**src/rtl/trapezoid_motion_profile_eval_defines.svh**
```systemverilog
// Assertion macros shared by the motion profile evaluator modules.
`ifndef TRAPEZOID_MOTION_PROFILE_EVAL_DEFINES_SVH
`define TRAPEZOID_MOTION_PROFILE_EVAL_DEFINES_SVH
`ifndef NO_ASSERTIONS
`define TMP_ASSERT_IMPLIES(label, clk, rst, cond, prop) \
   label: assert property (@(posedge clk) disable iff (rst) (cond) |-> (prop)) \
      else $error("assertion failed");
`define TMP_ASSERT_NEXT(label, clk, rst, cond, prop) \
   label: assert property (@(posedge clk) disable iff (rst) (cond) |=> (prop)) \
      else $error("assertion failed");
`else
`define TMP_ASSERT_IMPLIES(label, clk, rst, cond, prop)
`define TMP_ASSERT_NEXT(label, clk, rst, cond, prop)
`endif
`endif

```
**src/rtl/tmp_pkg.sv**
```systemverilog
// Shared constants and types of the motion profile evaluator.
package tmp_pkg;
   localparam int WORD_W     = 32;
   localparam int FRAC_W     = 16;
   localparam int PROD_W     = 2 * WORD_W;
   localparam int TIME_W     = WORD_W + FRAC_W + 2;
   localparam int U_W        = WORD_W - 1;
   localparam int VEL_W      = PROD_W - 1 - FRAC_W;
   localparam int VH_W       = VEL_W - WORD_W;
   localparam int REM_W      = WORD_W + 4;
   localparam int DIV_STEPS  = PROD_W;
   localparam int SQRT_STEPS = PROD_W / 2;
   localparam int CNT_W      = $clog2(DIV_STEPS);
   localparam logic [WORD_W-1:0] LIMIT_RESET = WORD_W'(1) << FRAC_W;

   typedef enum logic [1:0] {
      REG_START_POS = 2'd0,
      REG_END_POS   = 2'd1,
      REG_VEL_LIMIT = 2'd2,
      REG_ACC_LIMIT = 2'd3
   } csr_reg_type;

   typedef enum logic [2:0] {
      KIND_START  = 3'd0,
      KIND_END    = 3'd1,
      KIND_ACCEL  = 3'd2,
      KIND_CRUISE = 3'd3,
      KIND_DECEL  = 3'd4
   } kind_type;

   typedef struct packed {
      logic              go;
      logic              op_sqrt;
      logic [PROD_W-1:0] num;
      logic [WORD_W:0]   den;
   } dsq_req_type;

   typedef struct packed {
      logic              done;
      logic [PROD_W-1:0] result;
   } dsq_rsp_type;

   typedef struct packed {
      logic              up;
      logic [WORD_W-1:0] d;
      logic [WORD_W-1:0] a;
      logic [WORD_W-1:0] vp;
      logic [TIME_W-1:0] ta;
      logic [TIME_W-1:0] tc;
      logic [TIME_W-1:0] tt;
   } prof_type;

   typedef struct packed {
      kind_type       kind;
      logic [U_W-1:0] u;
      logic [U_W-1:0] w;
   } item_type;
endpackage

```
**src/rtl/tmp_fifo.sv**
```systemverilog
// Two-entry queue between the classifying front and the evaluation pipeline.
`include "trapezoid_motion_profile_eval_defines.svh"
module tmp_fifo (
   input  logic              clock,
   input  logic              reset,
   input  logic              push,
   input  tmp_pkg::item_type wdata,
   input  logic              pop,
   output tmp_pkg::item_type rdata,
   output logic              empty,
   output logic              full
);
   tmp_pkg::item_type mem_ff [2];
   logic              wr_ptr_ff, rd_ptr_ff;
   logic [1:0]        count_ff;

   always_ff @(posedge clock) begin
      if (reset) begin
         wr_ptr_ff <= 1'b0;
         rd_ptr_ff <= 1'b0;
         count_ff  <= 2'd0;
      end else begin
         if (push) wr_ptr_ff <= ~wr_ptr_ff;
         if (pop)  rd_ptr_ff <= ~rd_ptr_ff;
         count_ff <= count_ff + {1'b0, push} - {1'b0, pop};
      end
   end

   always_ff @(posedge clock) begin
      if (push) mem_ff[wr_ptr_ff] <= wdata;
   end

   assign rdata = mem_ff[rd_ptr_ff];
   assign empty = (count_ff == 2'd0);
   assign full  = (count_ff == 2'd2);

   `TMP_ASSERT_IMPLIES(a_no_overflow, clock, reset, full, !push)
   `TMP_ASSERT_IMPLIES(a_no_underflow, clock, reset, empty, !pop)
endmodule

```
**config.mk**
```make
export PLATFORM = sky130hd
export DESIGN_NAME = tmp_fifo
export DESIGN_NICKNAME = d
export VERILOG_FILES = /design/src/rtl/tmp_pkg.sv /design/src/rtl/tmp_fifo.sv
export VERILOG_INCLUDE_DIRS = /design/src /design/src/rtl
export SDC_FILE = /design/constraint.sdc
export NUM_CORES = 1
export LEC_CHECK = 0
export ABC_AREA = 1
export BUFFER_PORTS_ARGS = -buffer_cell sky130_fd_sc_hd__buf_2
export CORE_AREA = 3 3 101 103
export CTS_BUF_LIST = sky130_fd_sc_hd__clkbuf_2 sky130_fd_sc_hd__clkbuf_4 sky130_fd_sc_hd__clkbuf_8
export DETAILED_ROUTE_END_ITERATION = 7
export DIE_AREA = 0 0 104 106
export HOLD_SLACK_MARGIN = 0.06
export MAX_ROUTING_LAYER = met4
export PLACE_DENSITY_LB_ADDON = 0.1
export SLEW_MARGIN = 5
export SYNTH_ARGS = -nofsm -noshare
export SYNTH_HDL_FRONTEND = slang
export SYNTH_SLANG_ARGS = --single-unit
```
**constraint.sdc**
```tcl
create_clock -name clock -period 9.8 [get_ports clock]
set_input_delay 0.49 -clock clock [delete_from_list [all_inputs] [get_ports clock]]
set_output_delay 0.49 -clock clock [all_outputs]
set_load 0.005 [all_outputs]
```
==> results.py, run 1 <==
metrics = {
    "routing": {
        "drt-pass1-iter-count": 4,
        "dr_total_vias": 2566,
        "avgRoutedWirePerCell_um": 16.4,
        "wl_mm": 8.65,
        "viasPerCell": 4.88,
        "drt_iter0_markers": 102,
        "ant_nets": 0,
        "drc": 0,
    },
    "power": {
        "power_uw": 1330,
        "peakVddDrop_v": 0.0000970,
        "powerDensity_mw_per_mm2": 208,
        "leakage_uw": 0.00255,
    },
    "global_route": {
        "grt_pass1_wl_mm": 13.5,
        "grt_use_total": 0.164,
        "grt_pass1_vias": 2731,
        "antenna_found_initial": 1,
        "grt.overflow.total": 0,
        "grt_max_degree": 66,
    },
    "place": {
        "numPortBuffers": 135,
        "dp_slack_ns": 7.46,
        "hpwl_mm": 5.60,
        "gp_congestion": 0.730,
        "place_area_mm2": 0.00592,
    },
    "cells_and_area": {
        "area_growth_pct": 24.6,
        "mostFrequentLayoutCell": "buf_2",
        "finalInstanceArea_mm2": 0.00638,
        "postLayoutCoreUtil": 0.687,
        "fillers": 661,
        "drive_gt1_frac": 0.598,
        "final_cell_mix": "buf_2, edfxtp_1, mux2_4",
        "fin_nets": 454,
    },
    "setup_path": {
        "r2r-end": "mem_ff[1][31]$_DFFE_PP_",
        "r2r_cells": 3,
        "criticalPathCategory": "reg2out",
        "cp_slowest_cell": "buf_4",
        "r2r_start": "wr_ptr_ff$_SDFFE_PP0P_",
        "critPathLaunchType": "flip-flop",
        "arrival_ns": 2.29,
        "critPathMaxStageDelay_ns": 0.71,
        "cp-end-kind": "output pin",
        "cp_max_fo": 47,
        "r2r_slack_ns": 7.98,
        "crit_required_ns": 9.31,
        "crit_chain": "buf_4 -> mux2_2 -> buf_2",
    },
    "sta": {
        "final.min_clock_period_ns": 2.78,
        "tightest_slew_ns": 0.872,
        "rsz0062_at_grt": "no",
        "slew_headroom": 0.419,
        "timing.fmax_mhz": 359,
        "setup-violations-final": 0,
        "setup_ws_ns": 7.02,
        "tns_ns": 0,
        "finalCritPeriodShare": 0.284,
        "hold_violations": 0,
        "clock_skew_ns": 0.0117,
        "finalMaxSlewViolations": 0,
    },
    "clock_network": {
        "cts_resized": 0,
        "path_clk_slew_ns": 0.08,
        "cts_sinks": 135,
        "postCtsHoldBufs": 0,
        "cts_buffers": 17,
        "root_buffer": "clkbuf_8",
        "post_cts_buffers": 0,
        "clk_path_buf_depth": 2,
        "clock_latency_ns": 0.42,
        "h-tree-depth": 4,
        "cts_tree": "built",
    },
    "worst_hold_path": {
        "worstHoldEndpoint": "mem_ff[1][11]$_DFFE_PP_",
        "min_delay_path_depth": 1,
        "min-delay-start": "wdata[11]",
        "hold_class": "in2reg",
    },
    "run": {
        "maxCapViolations": 0,
    },
    "die": {
        "die_h_um": 106,
        "rows": 35,
        "start_util": 0.551,
        "design.die.area_mm2": 0.0110,
        "die_w_um": 104,
        "ios": 136,
        "core_mm2": 0.00928,
    },
    "synth": {
        "synth_area_mm2": 0.00512,
        "ys_ff_latch": 135,
        "syn_area_per_cell_um2": 22.0,
        "synth-seq-area-share": 0.782,
        "netlist_instances": 233,
        "synth_nets": 304,
        "yosys_warnings": 0,
        "ys_types": 14,
    },
    "status": {
        "status": "finished, final reports clean",
    },
}
## flip-flops by register name, summed over array words and instances (netlist names), named ones only
register	flops
mem_ff	130
count_ff	2
wr_ptr_ff	1
rd_ptr_ff	1
## cells in the mapped netlist, drive strengths merged
| library cell | n | area (um2) |
|---|---|---|
| edfxtp | 130 | 3900 |
| mux2 | 65 | 920 |
| inv | 8 | 30.0 |
| nor2 | 8 | 30.0 |
| buf | 7 | 72.6 |
| dfxtp | 5 | 100 |
| nand2 | 4 | 15.0 |
| ha | 2 | 25.0 |
| a21oi | 1 | 5.00 |
| nand3 | 1 | 5.00 |
| nor3 | 1 | 5.00 |
| xnor2 | 1 | 8.76 |
## area by class of cell
class | count | area, um2 | area share
Clock buffer | 17 | 234 | 0.0367
Timing Repair Buffer | 138 | 698 | 0.109
Tap cell | 129 | 161 | 0.0253
Multi-Input combinational cell | 83 | 1020 | 0.160
Inverter | 8 | 30.0 | 0.00471
Sequential cell | 135 | 4010 | 0.628
Antenna cell | 1 | 2.50 | 0.000392
Clock inverter | 15 | 226 | 0.0355
## layer usage
layer | up-vias | global-route usage | share of wire | routed length, um
li1 | 1210 | - | - | -
met5 | - | - | 0 | 0
met4 | 0 | 0.0741 | 0.015 | 133
met2 | 90 | 0.270 | 0.51 | 4370
met3 | 11 | 0.0461 | 0.055 | 477
met1 | 1255 | 0.189 | 0.42 | 3660
## per-stage QoR
step           hold slack (ns)  cells
2_1_floorplan            0.480    233
3_3_place_gp             0.493    493
3_5_place_dp             0.510    493
4_1_cts                  0.230    525
5_1_grt                  0.230    526
6_report                 0.256    526
## power by group
part	switching (uW)	internal (uW)	total, uW
Combinational	57.4	73.5	131
Clock	212	305	517
Sequential	12.2	668	680
## cells by family after synthesis
kind of cell | after synthesis | share of synthesized area
and+or+nand+nor | 14 | 0.0108
muxes | 65 | 0.180
AOI/OAI and AO/OA | 1 | 0.000977
adders and majority gates | 2 | 0.00489
DFF | 135 | 0.782
xor gates and xnor gates | 1 | 0.00171
buffers and inverters | 15 | 0.0200
## worst max path at each step
stage / end / slack [ns]
2_1_floorplan: mem_ff[0][0]$_DFFE_PP_ / 6.05
3_3_place_gp: rdata[3] / 7.47
3_5_place_dp: rdata[8] / 7.46
4_1_cts: rdata[8] / 6.99
5_1_grt: rdata[2] / 6.91
6_report: rdata[8] / 7.02
## worst max-delay path: cells and delay by family, from the launching register on
kind,cells,cell delay [ns]
muxes,1,0.42
DFF,1,0.57
buffers and inverters,2,0.84
No activity file was read; power rests on OpenSTA's default activity.
==> run 2, diff against run 1 <==
- CORE_AREA: 3 3 101 103 -> 3 3 107 109
- DIE_AREA: 0 0 104 106 -> 0 0 110 112
- clock period: 9.8 -> 2.36 ns (I/O delays scaled with it)
==> run 2 against run 1 <==
  * Sequential power rose to 4.1 times the previous value
  * Core utilization down 2.3 points
  * Sequential share of layout area down 6.4 points
  * Clock power rose to 3.8 times the previous value
  * Die area up 12%
  * Clock skew down 0.0071 ns
  * Non-clock buffer count up 71
  * Register-to-register slack worse by 7.1 ns
  * Cell area up 11%
  * Combinational power rose to 5.1 times the previous value
  * Cell count up 15%
  * Critical path depth unchanged
==> results.py, run 2 (same netlist as run 1, synthesis figures left out) <==
metrics = {
    "routing": {
        "drc": 0,
        "drt-pass1-iter-count": 4,
        "dr_total_vias": 2791,
        "wl_mm": 9.16,
        "viasPerCell": 4.60,
        "ant_nets": 0,
        "dr_wl_met3_um": 516,
        "avgRoutedWirePerCell_um": 15.1,
        "drt_iter0_markers": 84,
        "wl_met2_mm": 4.79,
        "drt-met1-wl_mm": 3.66,
        "top_layer_used": "met4",
    },
    "cells_and_area": {
        "drive_gt1_frac": 0.507,
        "fin_nets": 525,
        "mostFrequentLayoutCell": "buf_2",
        "diodes": 0,
        "area_growth_pct": 38.8,
        "final_cell_mix": "buf_2, edfxtp_1, dlygate4sd3_1",
        "finalInstanceArea_mm2": 0.00711,
        "postLayoutCoreUtil": 0.664,
        "reg.largest.list": "mem_ff x130, count_ff x2",
        "largest-register": "mem_ff",
        "largest_register_ff_count": 130,
    },
    "setup_path": {
        "cp_slowest_cell": "buf_4",
        "arrival_ns": 1.73,
        "crit_chain": "buf_4 -> mux2_2 -> buf_2",
        "critPathMaxStageDelay_ns": 0.41,
        "cp_max_fo": 28,
        "cp-end-kind": "output pin",
        "criticalPathCategory": "reg2out",
        "crit_required_ns": 2.24,
        "critPathLaunchType": "flip-flop",
    },
    "power": {
        "combPwrFrac": 0.124,
        "cell_internal_pwr_uw": 4300,
        "power_frac_seq": 0.515,
        "powerDensity_mw_per_mm2": 767,
        "power_switching_uw": 1150,
        "peakVddDrop_v": 0.000491,
        "leakage_uw": 0.00285,
        "power_frac_clock": 0.362,
        "p_sw_frac": 0.211,
    },
    "clock_network": {
        "h-tree-depth": 4,
        "postCtsHoldBufs": 69,
        "cts_buffers": 17,
        "cts_sinks": 135,
        "cts_tree": "built",
        "clk_path_buf_depth": 2,
        "cts_resized": 0,
        "root_buffer": "clkbuf_8",
        "path_clk_slew_ns": 0.08,
        "post_cts_buffers": 0,
        "clock_latency_ns": 0.42,
    },
    "sta": {
        "tightest_slew_ns": 0.551,
        "finalMaxSlewViolations": 0,
        "rsz0062_at_grt": "no",
        "finalCritPeriodShare": 0.781,
        "timing.fmax_mhz": 543,
        "hold_violations": 0,
        "setup-violations-final": 0,
        "final.min_clock_period_ns": 1.84,
        "clock_skew_ns": 0.00457,
        "tns_ns": 0,
        "slew_headroom": 0.632,
    },
    "die": {
        "start_util": 0.479,
        "die_h_um": 112,
        "core_mm2": 0.0107,
        "ios": 136,
        "design.die.area_mm2": 0.0123,
        "rows": 38,
        "die_w_um": 110,
    },
    "global_route": {
        "grt_max_degree": 52,
        "antenna_found_initial": 0,
        "grt_use_total": 0.165,
        "grt_pass1_wl_mm": 14.4,
        "grt_pass1_vias": 3030,
        "grt.overflow.total": 0,
    },
    "place": {
        "place_area_mm2": 0.00600,
        "gp_congestion": 0.696,
        "numPortBuffers": 135,
        "hpwl_mm": 5.78,
    },
    "status": {
        "status": "finished, final reports clean",
    },
    "run": {
        "maxCapViolations": 0,
    },
    "worst_hold_path": {
        "hold_class": "in2reg",
    },
}
==> run 2: cell types whose count changed in the layout (fill, tap and decap cells not counted), sizes merged <==
cell         previous run  this run
clkinv                  6         8
buf                   138       140
inv                    10         9
bufinv                  5         4
diode                   1         0
dlygate4sd3             0        69
==> run 2: power groups by stage <==
| stage | Clock [uW] | Sequential [uW] | Combinational, uW |
|---|---|---|---|
| after floorplan | 0 | 2850 | 347 |
| after global placement | 0 | 2850 | 585 |
| after detailed placement | 0 | 2860 | 594 |
| after CTS | 2020 | 2810 | 687 |
| after global routing | 2160 | 2820 | 737 |
| final | 1970 | 2810 | 674 |
==> run 2: path summary, 6_finish.rpt <==
check                                               end                   start  cells past startpoint  slack, ns
worst min-delay path            mem_ff[0][24]$_DFFE_PP_               wdata[24]                      2       0.41
worst max-delay path                          rdata[11]               flip-flop                      3       0.52
worst max register to register  mem_ff[1][63]$_DFFE_PP_  wr_ptr_ff$_SDFFE_PP0P_                      3       0.92
worst min register to register   rd_ptr_ff$_SDFFE_PP0P_  rd_ptr_ff$_SDFFE_PP0P_                      2       0.52
==> run 2: area by class of cell <==
cell class	count	area, um2
Clock buffer	17	234
Clock inverter	15	184
Timing Repair Buffer	209	1450
Sequential cell	135	4010
Inverter	8	30.0
Fill cell	777	3590
Tap cell	140	175
Multi-Input combinational cell	83	1020
==> run 2: per-stage QoR <==
stage	total power (uW)	hold slack (ns)	setup WS, ns	cells
2_1_floorplan	3200	0.189	0.224	233
3_3_place_gp	3440	0.307	0.902	506
3_5_place_dp	3450	0.309	0.908	506
4_1_cts	5520	0.383	0.460	607
5_1_grt	5710	0.383	0.413	607
6_report	5450	0.412	0.517	607
==> run 2: metal layers <==
layer  global-route usage  up-vias
li1                     -     1343
met1                0.182     1336
met2                0.270       87
met3               0.0562       25
met4               0.0707        0
met5                    -        -
==> run 2: critical path: cells and delay by family (launching register included) <==
family,cells,cell delay (ns)
flops,1,0.36
mux,1,0.40
buf+inv,2,0.54
==> run 3, diff against run 2 <==
- ABC_AREA: 1 -> 0
- CORE_AREA: 3 3 107 109 -> 3 3 102 104
- DIE_AREA: 0 0 110 112 -> 0 0 105 107
- clock period: 2.36 -> 1.7 ns (I/O delays scaled with it)
==> run 3 against run 2 <==
  * Sequential power increased by 40%
  * Critical path type unchanged
  * Via count increased by 0.79%
  * Worst hold slack got worse by 0.30 ns
  * Critical endpoint is now rdata[0]
  * Largest power group unchanged
  * Clock skew increased by 0.0085 ns
  * Core utilization increased by 7.7 points
==> results.py, run 3 <==
metrics = {
    "status": {
        "status": "finished, final reports clean",
    },
    "power": {
        "power_frac_clock": 0.350,
        "peakVddDrop_v": 0.000784,
        "powerDensity_mw_per_mm2": 1070,
        "power_uw": 7650,
        "leakage_uw": 0.00287,
        "combPwrFrac": 0.135,
        "power_switching_uw": 1670,
        "power_frac_seq": 0.515,
        "cell_internal_pwr_uw": 5980,
        "p_sw_frac": 0.219,
    },
    "synth": {
        "synth_top_cells_by_count": "edfxtp_1, mux2_4, mux2_2",
        "synthArstFlopShare": 0,
        "synth_area_leaders": "edfxtp_1, mux2_4, mux2_2",
        "synth_area_mm2": 0.00511,
        "synth_enable_flop_cells": 130,
        "ys_types": 13,
        "synth_nets": 294,
        "ys_ff_latch": 135,
        "synth_most_common_cell": "edfxtp_1",
        "synth-seq-area-share": 0.783,
        "synthFlopType": "edfxtp_1",
        "yosys_warnings": 0,
        "netlist_instances": 223,
        "yosysTopAreaCellShare": 0.764,
        "synth_top_area_cell": "edfxtp_1",
        "syn_area_per_cell_um2": 22.9,
    },
    "setup_path": {
        "crit_required_ns": 1.62,
        "criticalPathCategory": "reg2out",
        "critPathLaunchType": "flip-flop",
        "r2r_slack_ns": 0.48,
        "r2r_cells": 3,
        "cp_max_fo": 8,
        "arrival_ns": 1.56,
        "cp-end-kind": "output pin",
    },
    "die": {
        "core_mm2": 0.00964,
        "die_w_um": 105,
        "start_util": 0.530,
        "die_h_um": 107,
        "ios": 136,
        "rows": 36,
        "design.die.area_mm2": 0.0112,
    },
    "clock_network": {
        "cts_sinks": 135,
        "cts_tree": "built",
        "path_clk_slew_ns": 0.08,
        "clk_path_buf_depth": 2,
        "root_buffer": "clkbuf_8",
        "clock_latency_ns": 0.41,
        "h-tree-depth": 4,
        "cts_buffers": 17,
    },
    "global_route": {
        "grt_max_degree": 48,
        "grt_use_total": 0.184,
        "grt.overflow.total": 0,
        "grt_pass1_wl_mm": 15.2,
        "antenna_found_initial": 0,
        "grt_pass1_vias": 3064,
    },
    "routing": {
        "viasPerCell": 4.72,
        "dr_total_vias": 2813,
        "wl_met2_mm": 5.13,
        "drt_iter0_markers": 162,
        "wl_mm": 9.55,
        "top_layer_used": "met4",
        "dr_wl_met3_um": 466,
        "ant_nets": 0,
        "drc": 0,
        "avgRoutedWirePerCell_um": 16.0,
        "drt-met1-wl_mm": 3.86,
        "drt-pass1-iter-count": 4,
    },
    "cells_and_area": {
        "mostFrequentLayoutCell": "buf_2",
        "drive_gt1_frac": 0.533,
        "largest_register_ff_count": 130,
        "fin_nets": 521,
        "fillers": 626,
        "final_cell_mix": "buf_2, edfxtp_1, dlygate4sd3_1",
        "reg.largest.list": "mem_ff x130, count_ff x2",
        "largest-register": "mem_ff",
        "diodes": 0,
        "postLayoutCoreUtil": 0.741,
        "area_growth_pct": 39.8,
    },
    "place": {
        "gp_congestion": 0.697,
        "numPortBuffers": 135,
        "hpwl_mm": 5.95,
    },
    "sta": {
        "final.min_clock_period_ns": 1.65,
        "rsz0062_at_grt": "yes",
        "finalMaxSlewViolations": 0,
        "hold_violations": 0,
        "holdWs_ns": 0.112,
        "finalCritPeriodShare": 0.970,
        "timing.fmax_mhz": 606,
        "tightest_slew_ns": 0.277,
        "slew_headroom": 0.815,
        "clock_skew_ns": 0.0131,
        "setup-violations-final": 0,
    },
    "run": {
        "maxCapViolations": 0,
    },
    "worst_hold_path": {
        "min_delay_path_depth": 3,
        "hold_class": "in2reg",
    },
}
-- run 3: cell count changes after synthesis, sizes merged, moves of 3 or more --
cell   before  now
nor2b       0    3
inv         8    2
nor2        8    5
nand2       4    0
-- run 3: final timing paths --
kind,startpoint,endpoint
setup / recovery,flip-flop,rdata[0]
hold / removal,push,count_ff[0]$_SDFF_PP0_
setup reg to reg,wr_ptr_ff$_SDFFE_PP0P_,wr_ptr_ff$_SDFFE_PP0P_
hold reg to reg,rd_ptr_ff$_SDFFE_PP0P_,flip-flop
-- run 3: cell families after synthesis --
family,synth area share
XOR/XNOR,0.00783
adder cells (fa/ha/maj),0.00489
buffers and inverters,0.0157
flip-flops,0.783
multiplexers,0.180
AND/OR/NAND/NOR,0.00857
-- run 3: final cells by class --
| cell class | instances | area, um2 | share of cell area |
|---|---|---|---|
| Inverter | 2 | 7.51 | 0.00105 |
| Clock inverter | 14 | 173 | 0.0242 |
| Timing Repair Buffer | 215 | 1510 | 0.211 |
| Multi-Input combinational cell | 79 | 1040 | 0.146 |
| Tap cell | 133 | 166 | 0.0233 |
| Clock buffer | 18 | 241 | 0.0338 |
| Sequential cell | 135 | 4010 | 0.561 |
-- run 3: timing repair --
action / 4_1_cts / 5_1_grt
endpoints found under the setup margin: 48 / 22
endpoints found under the hold margin: 135 / 0
resized for setup: 0 / 1
hold buffers: 68 / 0
pin swaps: 0 / 0
setup buffers: 3 / 0
-- run 3: worst max-delay path, cell delays in order, from the launching register on --
cell and delay (ns):
dfxtp_4 0.44, buf_4 0.23, mux2_2 0.35, buf_2 0.13
-- run 3: metal layers --
| layer | GRT usage | up-vias |
|---|---|---|
| met1 | 0.214 | 1377 |
| met4 | 0.0562 | 0 |
| met5 | - | - |
| met2 | 0.317 | 95 |
| li1 | - | 1335 |
| met3 | 0.0464 | 6 |
-- run 3: stage by stage --
stage	setup TNS (ns)	cell area [um2]	std cells	setup WS (ns)
after floorplan	-1.04	5120	223	-0.0160
after global placement	0	6030	493	0.365
after detailed placement	0	6030	493	0.365
after CTS	0	7140	596	0.00651
after global routing	-0.265	7150	596	-0.0309
final	0	7150	596	0.0503
-- run 3: power groups by stage --
stage | clock (uW) | sequential (uW) | combinational, uW
after global placement | 0 | 4020 | 873
after global routing | 2890 | 3960 | 1110
after floorplan | 0 | 4000 | 522
after CTS | 2740 | 3950 | 1040
after detailed placement | 0 | 4030 | 888
final | 2680 | 3940 | 1030
